**src/rtl/core/mu8_pkg.sv**
```systemverilog
// shared types, constants and the code point encoder for the modified utf-8 to utf-8 unit
// no dependencies; the other files of the unit that use it refer to this package by scoped names
`timescale 1ns / 1ps
`default_nettype none

package mu8_pkg;

	// depth of the job queue between front and back
	localparam int QUEUE_DEPTH = 4;

	// most output bytes one input beat can cause
	localparam int MAX_BYTES = 6;
	localparam int CNT_W     = $clog2(MAX_BYTES + 1);

	// surrogate tags in the top six bits of a 16-bit unit
	localparam logic [5:0] SUR_HIGH_TAG = 6'b110110;
	localparam logic [5:0] SUR_LOW_TAG  = 6'b110111;

	localparam logic [20:0] SUPP_BASE      = 21'h010000;
	localparam logic [20:0] REPLACEMENT_CP = 21'h00FFFD;

	// input beat
	typedef struct packed {
		logic [7:0] in_byte;
		logic       stream_last;
	} in_beat_t;

	// output beat
	typedef struct packed {
		logic [7:0] out_byte;
		logic       byte_valid;
		logic       run_end;
		logic       stream_end;
		logic       truncated;
	} out_beat_t;

	// everything one input beat produces, as queued for the back
	typedef struct packed {
		logic [MAX_BYTES-1:0][7:0] data;
		logic [CNT_W-1:0]          cnt;
		logic                      last;
		logic                      trunc;
	} job_t;

	// shortest utf-8 form of one code point
	typedef struct packed {
		logic [3:0][7:0] b;
		logic [2:0]      len;
	} enc_t;

	function automatic enc_t enc_cp(input logic [20:0] cp);
		enc_t e;
		e = '0;
		if (cp < 21'h000080) begin
			e.b[0] = cp[7:0];
			e.len  = 3'd1;
		end else if (cp < 21'h000800) begin
			e.b[0] = {3'b110, cp[10:6]};
			e.b[1] = {2'b10, cp[5:0]};
			e.len  = 3'd2;
		end else if (cp < 21'h010000) begin
			e.b[0] = {4'b1110, cp[15:12]};
			e.b[1] = {2'b10, cp[11:6]};
			e.b[2] = {2'b10, cp[5:0]};
			e.len  = 3'd3;
		end else begin
			e.b[0] = {5'b11110, cp[20:18]};
			e.b[1] = {2'b10, cp[17:12]};
			e.b[2] = {2'b10, cp[11:6]};
			e.b[3] = {2'b10, cp[5:0]};
			e.len  = 3'd4;
		end
		return e;
	endfunction

endpackage

`default_nettype wire

```
**src/rtl/core/mu8_queue.sv**
```systemverilog
// short job queue between front and back
// depends on mu8_pkg for the job type
`timescale 1ns / 1ps
`default_nettype none

module mu8_queue #(
	parameter int DEPTH = mu8_pkg::QUEUE_DEPTH
) (
	input  wire logic          clk,
	input  wire logic          arst_n,
	input  wire logic          push,
	input  mu8_pkg::job_t      push_job,
	output logic               full,
	input  wire logic          pop,
	output mu8_pkg::job_t      head_job,
	output logic               empty
);

	localparam int PW = $clog2(DEPTH);
	localparam int CW = $clog2(DEPTH + 1);

	mu8_pkg::job_t  store_q [DEPTH];
	logic [PW-1:0]  wr_ptr_q, rd_ptr_q;
	logic [CW-1:0]  count_q;

	assign full     = count_q == CW'(DEPTH);
	assign empty    = count_q == '0;
	assign head_job = store_q[rd_ptr_q];

	// storage
	always_ff @(posedge clk) begin
		if (push) begin
			store_q[wr_ptr_q] <= push_job;
		end
	end

	// pointers and fill count
	always_ff @(posedge clk or negedge arst_n) begin
		if (!arst_n) begin
			wr_ptr_q <= '0;
			rd_ptr_q <= '0;
			count_q  <= '0;
		end else begin
			if (push) begin
				wr_ptr_q <= (wr_ptr_q == PW'(DEPTH - 1)) ? '0 : wr_ptr_q + 1'b1;
			end
			if (pop) begin
				rd_ptr_q <= (rd_ptr_q == PW'(DEPTH - 1)) ? '0 : rd_ptr_q + 1'b1;
			end
			if (push && !pop) begin
				count_q <= count_q + 1'b1;
			end else if (pop && !push) begin
				count_q <= count_q - 1'b1;
			end
		end
	end

	a_no_overflow: assert property (@(posedge clk) disable iff (!arst_n)
		push |-> !full)
		else $error("job queue overflow");

	a_no_underflow: assert property (@(posedge clk) disable iff (!arst_n)
		pop |-> !empty)
		else $error("job queue underflow");

	a_ptrs_match: assert property (@(posedge clk) disable iff (!arst_n)
		empty |-> wr_ptr_q == rd_ptr_q)
		else $error("queue pointers disagree with fill count");

endmodule

`default_nettype wire

```
**config.mk**
```make
export PLATFORM = sky130hd
export DESIGN_NAME = mu8_queue
export DESIGN_NICKNAME = d
export VERILOG_FILES = /design/src/rtl/core/mu8_pkg.sv /design/src/rtl/core/mu8_queue.sv
export SDC_FILE = /design/constraint.sdc
export NUM_CORES = 1
export LEC_CHECK = 0
export BUFFER_PORTS_ARGS = -buffer_cell sky130_fd_sc_hd__buf_4
export CAP_MARGIN = 20
export CORE_AREA = 10 10 138 140
export DETAILED_ROUTE_END_ITERATION = 7
export DIE_AREA = 0 0 148 150
export GPL_ROUTABILITY_DRIVEN = 1
export PLACE_DENSITY = 0.73
export SYNTH_ARGS = -nofsm -noshare
export SYNTH_HDL_FRONTEND = slang
export SYNTH_SLANG_ARGS = --single-unit
```
**constraint.sdc**
```tcl
create_clock -name clk -period 2.2 [get_ports clk]
set_input_delay 0.44 -clock clk [delete_from_list [all_inputs] [get_ports clk]]
set_output_delay 0.44 -clock clk [all_outputs]
set_load 0.1 [all_outputs]
```
==> out/results.env <==
GR-TOTAL-OVERFLOW=0
CLOCK_SINK_COUNT=219
WL_CELL_UM=22.5
NETLIST_AREA_MM2=0.00813
AREA.GROWTH.SYNTH_TO_FINAL_PCT=27.7
MOSTFREQUENTLAYOUTCELL='edfxtp_1'
FIN_SKEW_NS=0.0228
MAPPEDNETLISTNETS=378
MOSTFREQUENTLAYOUTCELLS='edfxtp_1, buf_4, mux4_2'
DIE_AREA_MM2=0.0222
CRITICAL_PATH_REQUIRED_NS=1.76
DRIVE_GT1_FRAC=0.474
YOSYSUNIQUECELLTYPES=19
REG_TO_REG_SETUP_TIMING_SLACK_NS=0.60
TIMING.CRITICAL_PATH.CELLS='buf_6 > buf_12 > mux4_2 > buf_12'
CLOCK_TREE.ROOT_CELL='clkbuf_16'
DEPTH_OF_THE_WORST_REGISTER_TO_REGISTER_PATH=5
DR.FIRST_ITER.DRC_COUNT=196
CRIT_PATH_END='head_job[2]'
SETUP.WORST_PATH.START_CLASS='flip-flop'
CLK_TRANSITION_REPORTED_PATHS_NS=0.06
CRITPATHSLOWESTCELL='mux4_2'
DIE_H_UM=150
FIN_NETS=525
DRV.MAX_CAP_VIOLATION_COUNT=0
YS.WARNINGS.COUNT=0
POSTSYNTHREGISTERBITS=219
SYNTHCELLS=314
CRIT_FAMILY='multiplexers'
FINALSETUPVIOLCOUNT=53
CRIT_PATH_MAX_FANOUT=8
ROUTED_WIRELENGTH_UM=15700
SYNTH_SEQUENTIAL_AREA_RATIO=0.804
TIMING.SETUP.CRITICAL_PATH_CLASS='reg -> out'
CLOCK_TREE.HTREE_LEVEL_COUNT=1
PORTBUFFERS=111
INSTANCE_COUNT_ON_THE_CRITICAL_PATH=4
NUM_VIAS=3670
VIASPERCELL=5.27
OUTCOME='finished with violations'
CTS_BUFFERS=22
TRITONCTS='yes'
NUMBER_OF_BUFFER_AND_INVERTER_INSTANCES_ALONG_THE_WORST_SETUP_PATH=3
ANTENNA_LEFT=0
SYNTH_TOP_AREA_SHARE=0.783
SLEW_HEADROOM=0.700
WORST_PATH_LARGEST_CELL_DELAY_NS=0.56
WORSTMARGINPINSLEW_NS=0.450
REMAINING_DRC_ERRORS=0
REPORT.FINAL.SLEW_VIOL_COUNT=0
FAILING_CHECKS='negative setup slack'
HP-CLASS='in -> reg'
SYN_AREA_PER_CELL_UM2=25.9
HPWLAFTERDP_UM=9330
CTS.PATH.MAX_BUFFERS=3
RSZ0062_AT_GRT='true'
INITIAL_ANTENNA_VIOLATION_COUNT=1
FINAL.HOLD.WORST_SLACK_NS=0.139
FINAL_CRITICAL_PATH_REQUIRED_PERIOD_NS=2.42
DIODES=0
SYNTH_TOP_AREA_CELL='edfxtp_1'
GRT_START_MAX_NET_PINS=37
WORST_SKEW_PAIR.LATE_LATENCY_NS=0.49
FIRST_GLOBAL_VIAS=4142
FLOORPLAN.DIE.WIDTH_UM=148
FIRST_PASS_ITERS=4
CORE.ROWCOUNT=47
FLOORPLAN.IO_PINS=112
NETLIST_TOP_CELLS_AREA='edfxtp_1, mux4_2, dfrtp_1, mux4_1, buf_12'
FINAL_CRITICAL_PATH_SETUP_SLACK_NS=-0.217
FIRST_PASS_GRT_WIRE_LENGTH_UM=23800
CP-STARTPOINT='rd_ptr_q[0]$_DFFE_PN0P_'
CORE-AREA_MM2=0.0163
CRIT_TOP_CELL='buf_12'
TIMING.FMAX_MHz=414
CRITPATHARRIVALTIME_NS=1.98
WORST_SETUP_PATH_END_KIND='primary output'
GLOBAL_ROUTE.USAGE.TOTAL=0.138
R2R-START='rd_ptr_q[0]$_DFFE_PN0P_'
CRITICAL_R2R_CAPTURE='rd_ptr_q[1]$_DFFE_PN0P_'
FLOORPLAN.INITIALDENSITY=0.497
PLACE_CONGESTION=0.688
FIN_CRIT_SH=1.10
FINALHOLDVIOLATIONS=0
## worst register-to-register path: stages, from the launching register on
cell and delay, ns:
dfrtp_4 0.49, buf_4 0.17, buf_12 0.15, buf_4 0.14
ha_1 0.28, mux2_2 0.26
## synth_stat cells
master    number
buf_6          1
ha_1           6
mux2_2         3
nor3b_1        1
fa_1           1
dfrtp_1        7
mux4_2        48
o21ai_0        2
inv_1          4
nand2_1        2
and2_1         4
xnor2_1        1
buf_12         5
buf_2          6
mux4_1         5
edfxtp_1     212
xor2_1         2
nor3_1         1
nor2_1         3
## worst min path at each step
stage	from	end	depth (start not counted)
after floorplan	arst_n	count_q[0]$_DFFE_PN0P_	0
after global placement	arst_n	count_q[1]$_DFFE_PN0P_	1
after detailed placement	arst_n	count_q[0]$_DFFE_PN0P_	1
after CTS	push_job[28]	store_q[3][28]$_DFFE_PP_	1
after global routing	push_job[11]	store_q[3][11]$_DFFE_PP_	1
final	push_job[44]	store_q[0][44]$_DFFE_PP_	1
## repair_timing
item,4_1_cts,5_1_grt
setup buffers,2,4
cloned,1,3
resized for setup,53,25
hold buffers,1,0
hold endpoints to repair,7,0
endpoints found under the setup margin,53,53
## layout make-up
class / count / area, µm²
repair buffers: 135 / 1420
clock inverters: 10 / 97.6
multi-input cells: 79 / 1430
well taps: 220 / 275
fillers: 1142 / 5960
inverters: 4 / 15.0
flip-flops and latches: 219 / 6550
clock buffers: 30 / 602
## registers in the layout (all words and copies together), names as in the netlist
register  flops
count_q       3
wr_ptr_q      2
rd_ptr_q      2
store_q     212
## metal layers
metal	track usage	up-vias	share of wire
li1	-	1631	-
met1	0.170	1908	0.40
met2	0.235	102	0.52
met3	0.0405	27	0.060
met4	0.0357	2	0.020
met5	0	-	0.00045
## stage by stage
stage / instances / util / area (µm²) / worst slack, ns / TNS, ns
3_3_place_gp: 647 / 0.569 / 9300 / 0.236 / 0
2_1_floorplan: 314 / - / 8150 / 0.0829 / 0
5_1_grt: 697 / 0.635 / 10400 / -0.272 / -12.40
3_5_place_dp: 647 / 0.569 / 9300 / 0.224 / 0
6_report: 697 / 0.635 / 10400 / -0.217 / -9.54
4_1_cts: 691 / 0.626 / 10200 / -0.276 / -11.55
## cell families (layout without fill, tap and decap cells)
logic type,Yosys count,in the layout,share of synthesized area
adder cells (fa/ha/maj),7,7,0.0117
XOR/XNOR,3,3,0.00323
multiplexers,56,56,0.153
buffers and inverters,16,179,0.0192
AND/OR/NAND/NOR,11,11,0.00692
AO/OA/AOI/OAI,2,2,0.00123
flip-flops,219,219,0.804
Power is left out: the tool's default activity adds up to more than one toggle a clock period on the data nets, which glitch-free logic cannot reach.
