## src/rtl/core/mu8_pkg.sv

```systemverilog
// shared types, constants and the code point encoder for the modified utf-8 to utf-8 unit
// no dependencies; the other files of the unit that use it refer to this package by scoped names
`timescale 1ns / 1ps
`default_nettype none

package mu8_pkg;

	// depth of the job queue between front and back
	localparam int QUEUE_DEPTH = 4;

	// most output bytes one input beat can cause
	localparam int MAX_BYTES = 6;
	localparam int CNT_W     = $clog2(MAX_BYTES + 1);

	// surrogate tags in the top six bits of a 16-bit unit
	localparam logic [5:0] SUR_HIGH_TAG = 6'b110110;
	localparam logic [5:0] SUR_LOW_TAG  = 6'b110111;

	localparam logic [20:0] SUPP_BASE      = 21'h010000;
	localparam logic [20:0] REPLACEMENT_CP = 21'h00FFFD;

	// input beat
	typedef struct packed {
		logic [7:0] in_byte;
		logic       stream_last;
	} in_beat_t;

	// output beat
	typedef struct packed {
		logic [7:0] out_byte;
		logic       byte_valid;
		logic       run_end;
		logic       stream_end;
		logic       truncated;
	} out_beat_t;

	// everything one input beat produces, as queued for the back
	typedef struct packed {
		logic [MAX_BYTES-1:0][7:0] data;
		logic [CNT_W-1:0]          cnt;
		logic                      last;
		logic                      trunc;
	} job_t;

	// shortest utf-8 form of one code point
	typedef struct packed {
		logic [3:0][7:0] b;
		logic [2:0]      len;
	} enc_t;

	function automatic enc_t enc_cp(input logic [20:0] cp);
		enc_t e;
		e = '0;
		if (cp < 21'h000080) begin
			e.b[0] = cp[7:0];
			e.len  = 3'd1;
		end else if (cp < 21'h000800) begin
			e.b[0] = {3'b110, cp[10:6]};
			e.b[1] = {2'b10, cp[5:0]};
			e.len  = 3'd2;
		end else if (cp < 21'h010000) begin
			e.b[0] = {4'b1110, cp[15:12]};
			e.b[1] = {2'b10, cp[11:6]};
			e.b[2] = {2'b10, cp[5:0]};
			e.len  = 3'd3;
		end else begin
			e.b[0] = {5'b11110, cp[20:18]};
			e.b[1] = {2'b10, cp[17:12]};
			e.b[2] = {2'b10, cp[11:6]};
			e.b[3] = {2'b10, cp[5:0]};
			e.len  = 3'd4;
		end
		return e;
	endfunction

endpackage

`default_nettype wire

```

## src/rtl/core/mu8_stream_if.sv

```systemverilog
// valid/ready stream channel with a typed payload
// payload types come from mu8_pkg at the point of instantiation
`timescale 1ns / 1ps
`default_nettype none

interface mu8_stream_if #(
	parameter type payload_t = logic
) ();
	logic     valid;
	logic     ready;
	payload_t payload;

	modport source (output valid, output payload, input ready);
	modport sink (input valid, input payload, output ready);
endinterface

`default_nettype wire

```

## src/rtl/core/mu8_back.sv

```systemverilog
// back: walks the head job one byte per beat into a registered output
// depends on mu8_pkg and mu8_stream_if
`timescale 1ns / 1ps
`default_nettype none

module mu8_back (
	input  wire logic        clk,
	input  wire logic        arst_n,
	input  mu8_pkg::job_t    head_job,
	input  wire logic        empty,
	output logic             pop,
	mu8_stream_if.source     utf8
);

	logic [mu8_pkg::CNT_W-1:0] idx_q;
	logic                      valid_q;
	mu8_pkg::out_beat_t        beat_q;
	logic                      load;
	logic                      job_end;
	logic                      has_bytes;

	assign has_bytes = head_job.cnt != '0;
	assign job_end   = !has_bytes || (idx_q == head_job.cnt - 1'b1);
	assign load      = !empty && (!valid_q || utf8.ready);
	assign pop       = load && job_end;

	assign utf8.valid   = valid_q;
	assign utf8.payload = beat_q;

	// output register control and byte index
	always_ff @(posedge clk or negedge arst_n) begin
		if (!arst_n) begin
			valid_q <= 1'b0;
			idx_q   <= '0;
		end else begin
			if (load) begin
				valid_q <= 1'b1;
				idx_q   <= job_end ? '0 : idx_q + 1'b1;
			end else if (utf8.ready) begin
				valid_q <= 1'b0;
			end
		end
	end

	// output payload
	always_ff @(posedge clk) begin
		if (load) begin
			beat_q.out_byte   <= has_bytes ? head_job.data[idx_q] : 8'd0;
			beat_q.byte_valid <= has_bytes;
			beat_q.run_end    <= job_end;
			beat_q.stream_end <= job_end && head_job.last;
			beat_q.truncated  <= job_end && head_job.last && head_job.trunc;
		end
	end

	// mid-job the job must still sit at the head of the queue
	a_mid_job: assert property (@(posedge clk) disable iff (!arst_n)
		idx_q != '0 |-> !empty && has_bytes)
		else $error("byte index set with no job at head");

	a_idx_range: assert property (@(posedge clk) disable iff (!arst_n)
		!empty && has_bytes |-> idx_q < head_job.cnt)
		else $error("byte index past end of job");

	a_trunc_on_end: assert property (@(posedge clk) disable iff (!arst_n)
		valid_q && beat_q.truncated |-> beat_q.stream_end)
		else $error("truncation flag away from end of string");

endmodule

`default_nettype wire

```

## src/flat_wrapper.sv

```systemverilog
// flat-port wrapper written by rule: the top's interface ports become plain ports
module mu8_back_flat 
  (clk, arst_n, head_job, empty, pop, utf8_valid, utf8_payload, utf8_ready);
  mu8_stream_if utf8_i ();
  input  wire logic clk;
  input  wire logic arst_n;
  input  mu8_pkg::job_t head_job;
  input  wire logic empty;
  output logic pop;
  output wire logic [$bits(utf8_i.valid)-1:0] utf8_valid;
  output wire logic [$bits(utf8_i.payload)-1:0] utf8_payload;
  input wire logic [$bits(utf8_i.ready)-1:0] utf8_ready;
  assign utf8_valid = utf8_i.valid;
  assign utf8_payload = utf8_i.payload;
  assign utf8_i.ready = utf8_ready;
  mu8_back u_core (.clk(clk), .arst_n(arst_n), .head_job(head_job), .empty(empty), .pop(pop), .utf8(utf8_i));
endmodule
```

## config.mk

```make
export PLATFORM = sky130hd
export DESIGN_NAME = mu8_back_flat
export DESIGN_NICKNAME = d
export VERILOG_FILES = /design/src/rtl/core/mu8_pkg.sv /design/src/rtl/core/mu8_stream_if.sv /design/src/rtl/core/mu8_back.sv /design/src/flat_wrapper.sv
export SDC_FILE = /design/constraint.sdc
export NUM_CORES = 1
export LEC_CHECK = 0
export ABC_CLOCK_PERIOD_IN_PS = 1800
export BUFFER_PORTS_ARGS = -buffer_cell sky130_fd_sc_hd__clkbuf_2
export CAP_MARGIN = 10
export CELL_PAD_IN_SITES_DETAIL_PLACEMENT = 1
export CELL_PAD_IN_SITES_GLOBAL_PLACEMENT = 2
export CORE_ASPECT_RATIO = 0.5
export CORE_UTILIZATION = 11
export CTS_CLUSTER_SIZE = 12
export DETAILED_ROUTE_END_ITERATION = 6
export HOLD_SLACK_MARGIN = 0.05
export PLACE_DENSITY = 0.73
export RECOVER_POWER = 25
export SLEW_MARGIN = 15
export SYNTH_ARGS = -nofsm -noshare
export SYNTH_HDL_FRONTEND = slang
export SYNTH_SLANG_ARGS = --single-unit
```

## constraint.sdc

```tcl
create_clock -name clk -period 1.8 [get_ports clk]
set_clock_uncertainty 0.2 [all_clocks]
set_input_delay 0.18 -clock clk [delete_from_list [all_inputs] [get_ports clk]]
set_output_delay 0.18 -clock clk [all_outputs]
set_load 0.01 [all_outputs]
```

==> results of run 1 <==
==> worst register-to-register path: stages (launching register included) <==
cell      delay [ns]
dfrtp_1         0.40
xor2_1          0.15
nand2_1         0.11
o21bai_2        0.10
buf_4           0.15
buf_4           0.13
o31ai_1         0.18
==> cell families (layout without fill, tap and decap cells) <==
group | count (synthesis) | in the layout
DFF | 5 | 5
xor gates and xnor gates | 4 | 4
and+or+nand+nor | 13 | 13
AOI/OAI and AO/OA | 5 | 5
adders and majority gates | 3 | 3
buffers and inverters | 5 | 26
==> routing by layer <==
metal	track usage, %	vias up
li1	-	160
met1	5.03	143
met2	10.7	5
met3	3.26	2
met4	1.05	0
met5	0	-
==> power by group through the flow <==
stage	Combinational (mW)	Clock [mW]	Sequential [mW]
after global routing	0.284	0.218	0.183
after CTS	0.227	0.212	0.179
after floorplan	0.141	0	0.180
final	0.252	0.207	0.178
after detailed placement	0.199	0	0.188
after global placement	0.194	0	0.186
==> cell usage after synthesis (all sizes together) <==
cell and number:
dfrtp 4, nor3b 2, edfxtp 1, inv 5, ha 3, nand2b 1, o31ai 1, xnor2 2
nand2 4, nand3 1, a22oi 1, o211ai 1, o21bai 1, o41ai 1, and2b 1, xor2 2
and3 1, or2 1, nor2b 1, and2 1
==> flip-flops by register name (all words and copies together), names as in the netlist <==
name                 cells
u_core.idx_q             3
u_core.utf8.payload      1
u_core.utf8.valid        1
==> per-stage QoR <==
stage | hold slack (ns) | power (mW) | area, um^2
after CTS | 0.0578 | 0.618 | 542
after global placement | -0.210 | 0.379 | 467
final | 0.0591 | 0.637 | 561
after detailed placement | -0.210 | 0.387 | 467
after global routing | 0.0787 | 0.686 | 561
after floorplan | -0.316 | 0.321 | 354
==> worst max-delay path by stage <==
stage               cells after the start        start  slack (ns)             endpoint
global placement                        8  head_job[2]        0.03                  pop
floorplan                               6  head_job[2]        0.30  u_core.utf8.payload
global route                            8  head_job[2]       -0.01                  pop
detailed placement                      8  head_job[2]       0.004                  pop
CTS                                     8  head_job[2]        0.01                  pop
finish                                  8  head_job[2]        0.07                  pop
==> repair_timing <==
| item | CTS | global route |
|---|---|---|
| resized for setup | 1 | 3 |
| setup endpoints to repair | 1 | 1 |
| hold endpoints to repair | 6 | 0 |
| gates cloned | 0 | 0 |
| hold buffers | 2 | 0 |
| setup buffers | 1 | 2 |
| pin swaps | 1 | 3 |
==> cells in the final DEF (no fill, tap or decap), drive strengths merged, types with 2 or more instances in the layout <==
cell type    count
clkbuf          15
dfrtp            4
inv              5
nor3b            2
nand2            4
ha               3
buf              4
xnor2            2
dlygate4sd3      2
xor2             2
==> cell type report <==
cell class / instances / area, um^2 / area share, %
well taps: 40 / 50.0 / 8.93
inverters: 5 / 21.3 / 3.79
multi-input cells: 25 / 210 / 37.5
repair buffers: 17 / 104 / 18.5
flip-flops and latches: 5 / 130 / 23.2
clock buffers: 4 / 45.0 / 8.04
==> results.tsv, run 1 <==
stage	metric	value	unit
status	status	completed	
placement	placed cell count	87	
job	max_cap viols	0	
grt	largest net degree at the start of global routing	6	
synthesis	Synth Cell Area	354	um^2
sta	fin. max-slew vios	0	
worst_setup_path	CP max FO	3	
die	Die ar.	3460	um^2
routing	total wire length	787	um
worst_hold_path	hold worst-path end	u_core.utf8.payload	
worst_setup_path	critical path type	in2out	
synthesis	Synth Instances	35	
worst_setup_path	cells on worst reg2reg path	6	
sta	final worst-path cycle share	96.1	%
sta	total negative slack	0	ns
sta	final setup violation count	0	
placement	I/O Buffers	11	
worst_setup_path	FF-to-FF End	u_core.idx_q[1]	
grt	GRT Util Overall	5.59	%
power	Pwr Density	1140	nW/um^2
routing	highest routed metal layer	met4	
sta	min Tclk post-route	1.73	ns
worst_setup_path	critical path's slowest cell	ha_1	
grt	vias in the first global route	352	
power	leak pwr	0.276	nW
clock_network	root buffer cell	clkbuf_8	
power	Comb power frac	39.6	%
routing	antenna-violating nets left	0	
clock_network	Clock Path Buffers	2	
synthesis	Synth Area in Compound Gates	14.1	%
finish	# diodes	0	
worst_setup_path	CP bufs+invs	3	
worst_hold_path	hold wc startpoint	head_job[1]	
synthesis	largest cells by area after synthesis	dfrtp_1 (28%), ha_1 (11%), edfxtp_1 (8.5%), inv_1 (5.3%), xor2_1 (4.9%)	
grt	first-pass GRT wire length	1400	um
finish	final core occ	18.5	%
placement	HPWL after detailed placement	580	um
synthesis	main combinational cell family by area after synthesis	simple AND/OR/NAND/NOR gates	
power	peak supply drop	218	uV
placement	Final GP Congestion	0.668	
routing	Vias/cell	3.23	
routing	drt pass-1 iters	2	
clock_network	htree depth	1	
finish	# fillers	366	
clock_network	CTS sink count	5	
worst_hold_path	worst hold stages	2	
placement	post-placement setup slack	0.00401	ns
routing	WL met3	33	um
power	Sw Share	31.2	%
die	Die Width	82.2	um
grt	initial antenna violation count	0	
sta	Slew Limit Headroom	83.7	%
synthesis	adder-cell area share of the yosys netlist	10.6	%
die	Ports	60	
worst_setup_path	Reg2Reg Launch Point	u_core.idx_q[1]	
die	Core Area	3030	um^2
synthesis	Unique masters post-synth	21	
finish	share of cells above drive strength 1	42.9	%
finish	Final Non-Filler Cells	96	
worst_setup_path	CP arrival	1.35	ns
routing	drt wl/cell	8.20	um
worst_setup_path	CP Data Required Time	1.42	ns
synthesis	Synth warnings	0	
grt	gr ovfl total	0	
die	die height	42.1	um
power	sequential share of power	28.0	%
routing	routed vias	310	
worst_setup_path	Top delay family on crit path	adder cells	
synthesis	post-synth top area share	28.3	%
worst_setup_path	reg-to-reg slack, setup	0.29	ns
clock_network	CTS clk-pin slew, worst paths	0.04	ns
worst_setup_path	CP endpoint kind	primary output	
synthesis	Synth Area in XOR/XNOR	12.0	%
clock_network	cts bufs inserted	3	
synthesis	Synth area leader	dfrtp_1	
finish	Area Growth Syn to Fin	58.3	%
die	Starting Density	11.7	%
sta	Hold Fails Final Rpt	0	
synthesis	syn_area_per_cell	10.1	um^2
routing	drt drc	0	
clock_network	clk_lat worst skew	0.22	ns
power	P_int	0.438	mW
worst_hold_path	worst hold-check path type	in2reg	
synthesis	Mapped Nets	95	
worst_setup_path	Worst setup SP type	input port	
power	P_sw	0.199	mW
power	clock power share	32.4	%
sta	worst setup margin	0.0698	ns
die	Rows	14	
routing	M1 WL	307	um
synthesis	post-synthesis sequential area ratio	36.7	%
synthesis	mux share of post-synthesis cell area	0	%
routing	DR WL met2	440	um
synthesis	simple-gate share of the synthesized area	21.2	%
finish	Total Nets Final	117	
sta	Worst-Margin Slew	0.244	ns
worst_setup_path	Max stage delay on crit path	0.30	ns
clock_network	TritonCTS clock tree	built	
routing	initial DRC count	27	
worst_setup_path	Most common cell on crit path	clkbuf_2	
synthesis	number of synthesized register bits	5	
worst_setup_path	CP Cell Sequence	clkbuf_2 > inv_1 > ha_1 > xor2_1 > nand2_1 > o21bai_2 > and2_2 > clkbuf_2	
sta	FMAX	578	MHz
Power figures use the tool's default switching activity.
==> inputs of run 2 (changes only) <==
==> constraint.sdc (replaced) <==
create_clock -name clk -period 1.8 [get_ports clk]
set_clock_uncertainty 0.2 [all_clocks]
set_input_delay 0.27 -clock clk [delete_from_list [all_inputs] [get_ports clk]]
set_output_delay 0.27 -clock clk [all_outputs]
set_load 0.01 [all_outputs]
==> results.tsv, run 2 (synthesized netlist as in run 1, its figures left out) <==
stage	metric	value	unit
routing	antenna-violating nets left	0	
sta	final worst-path cycle share	98.2	%
finish	Total Nets Final	123	
finish	most common cell after layout, fill and taps aside	buf_4	
die	Starting Density	11.7	%
grt	largest net degree at the start of global routing	5	
die	Die ar.	3460	um^2
finish	# diodes	0	
sta	unrepaired setup endpoints after global routing	true	
clock_network	TritonCTS clock tree	built	
clock_network	root buffer cell	clkbuf_8	
clock_network	CTS clk-pin slew, worst paths	0.03	ns
worst_setup_path	Worst setup SP type	input port	
routing	initial DRC count	8	
sta	worst setup margin	0.0326	ns
worst_setup_path	CP endpoint kind	primary output	
routing	total wire length	902	um
sta	min Tclk post-route	1.77	ns
status	status	completed	
routing	Vias/cell	3.29	
sta	fin. max-slew vios	0	
routing	drt wl/cell	8.84	um
power	Pwr Density	1120	nW/um^2
die	die height	42.1	um
power	peak supply drop	222	uV
worst_hold_path	worst hold-check path type	in2reg	
die	Die Width	82.2	um
worst_setup_path	CP Data Required Time	1.33	ns
die	Core Area	3030	um^2
grt	vias in the first global route	358	
power	total power	0.733	mW
worst_hold_path	worst hold stages	2	
placement	post-placement setup slack	-0.0882	ns
worst_setup_path	reg-to-reg slack, setup	0.07	ns
sta	FMAX	566	MHz
placement	HPWL after detailed placement	599	um
worst_setup_path	CP max FO	2	
placement	I/O Buffers	11	
worst_setup_path	FF-to-FF End	u_core.utf8.payload	
worst_setup_path	critical path type	in2out	
grt	first-pass GRT wire length	1560	um
grt	gr ovfl total	0	
finish	Reg with most FFs	u_core.idx_q	
clock_network	cts bufs inserted	3	
grt	GRT Util Overall	6.33	%
worst_setup_path	Reg2Reg Launch Point	u_core.idx_q[0]	
sta	final setup violation count	0	
finish	share of cells above drive strength 1	54.8	%
routing	drt pass-1 iters	3	
clock_network	CTS sink count	5	
worst_setup_path	CP arrival	1.30	ns
placement	Final GP Congestion	0.664	
finish	final core occ	21.6	%
job	max_cap viols	0	
sta	Hold Fails Final Rpt	0	
worst_setup_path	worst setup path endpoint	pop	
finish	max reg flops	3	
clock_network	htree depth	1	
finish	Area Growth Syn to Fin	85.2	%
routing	drt drc	0	
die	Rows	14	
finish	sequential standard cell area	131	um^2
finish	most frequent cells in the layout	buf_4 (11), clkbuf_2 (7), nand2_1 (4), clkbuf_8 (3), dfrtp_1 (3)	
routing	routed vias	336	
finish	multi-input logic area	231	um^2
clock_network	clk_lat worst skew	0.23	ns
die	Ports	60	
finish	# fillers	348	
sta	Worst-Margin Slew	0.275	ns
sta	Slew Limit Headroom	81.6	%
worst_setup_path	cells on worst reg2reg path	7	
sta	Hold Slack	0.0537	ns
power	leak pwr	0.309	nW
clock_network	Clock Path Buffers	2	
grt	initial antenna violation count	0	
worst_setup_path	Setup crit start	head_job[2]	
[run 2: cell types whose count changed in the layout (fill, tap and decap cells not counted), moves of 2 or more]
cell | previous run | this run
buf_4 | 4 | 11
clkbuf_2 | 10 | 7
buf_6 | 0 | 2
ha_1 | 3 | 1
ha_4 | 0 | 2
inv_1 | 4 | 2
[run 2: area by class of cell]
class                           count  share of cell area [%]
Tap cell                           40                    7.63
Timing Repair Buffer               23                    25.8
Clock buffer                        4                    6.87
Sequential cell                     5                    20.0
Multi-Input combinational cell     25                    35.3
Inverter                            5                    4.39
[run 2: what timing repair did]
action	CTS	global route
resized for setup	5	15
hold buffers	1	0
hold endpoints to repair	4	0
endpoints found under the setup margin	1	2
pin swaps	6	7
setup buffers	4	3
[run 2: worst min path at each step]
stage                                   end  slack, ns  startpoint
after floorplan             u_core.idx_q[0]      -0.23      arst_n
after global placement    u_core.utf8.valid      -0.12      arst_n
after detailed placement    u_core.idx_q[2]      -0.12      arst_n
after CTS                 u_core.utf8.valid       0.05       empty
after global routing      u_core.utf8.valid       0.06       empty
final                     u_core.utf8.valid       0.05       empty
[run 2: stage by stage]
step,TNS (ns),area [um^2],std cells
floorplan,0,354,35
global placement,-0.0910,497,91
detailed placement,-0.145,497,91
CTS,-0.0124,607,100
global route,-0.0340,656,102
finish,0,656,102
[run 2: report_power, final]
part / total (mW) / switching [mW] / internal [mW] / leakage (nW)
sequential: 0.180 / 0.0291 / 0.151 / 0.0542
combinational: 0.336 / 0.137 / 0.199 / 0.232
clock: 0.217 / 0.0643 / 0.153 / 0.0228
total: 0.733 / 0.230 / 0.503 / 0.309
[run 2: metal layers]
layer	vias up	part of all wire (%)	track usage [%]
met5	-	0	0
met2	3	51	9.59
met1	157	44	6.89
met3	3	2.7	3.26
met4	0	1.6	4.21
li1	173	-	-
[run 2: worst max-delay path: stages]
cell      delay (ns)
buf_8           0.09
inv_8           0.03
ha_4            0.25
xor2_1          0.13
nand2_1         0.10
o21bai_2        0.17
and2_4          0.16
buf_6           0.09
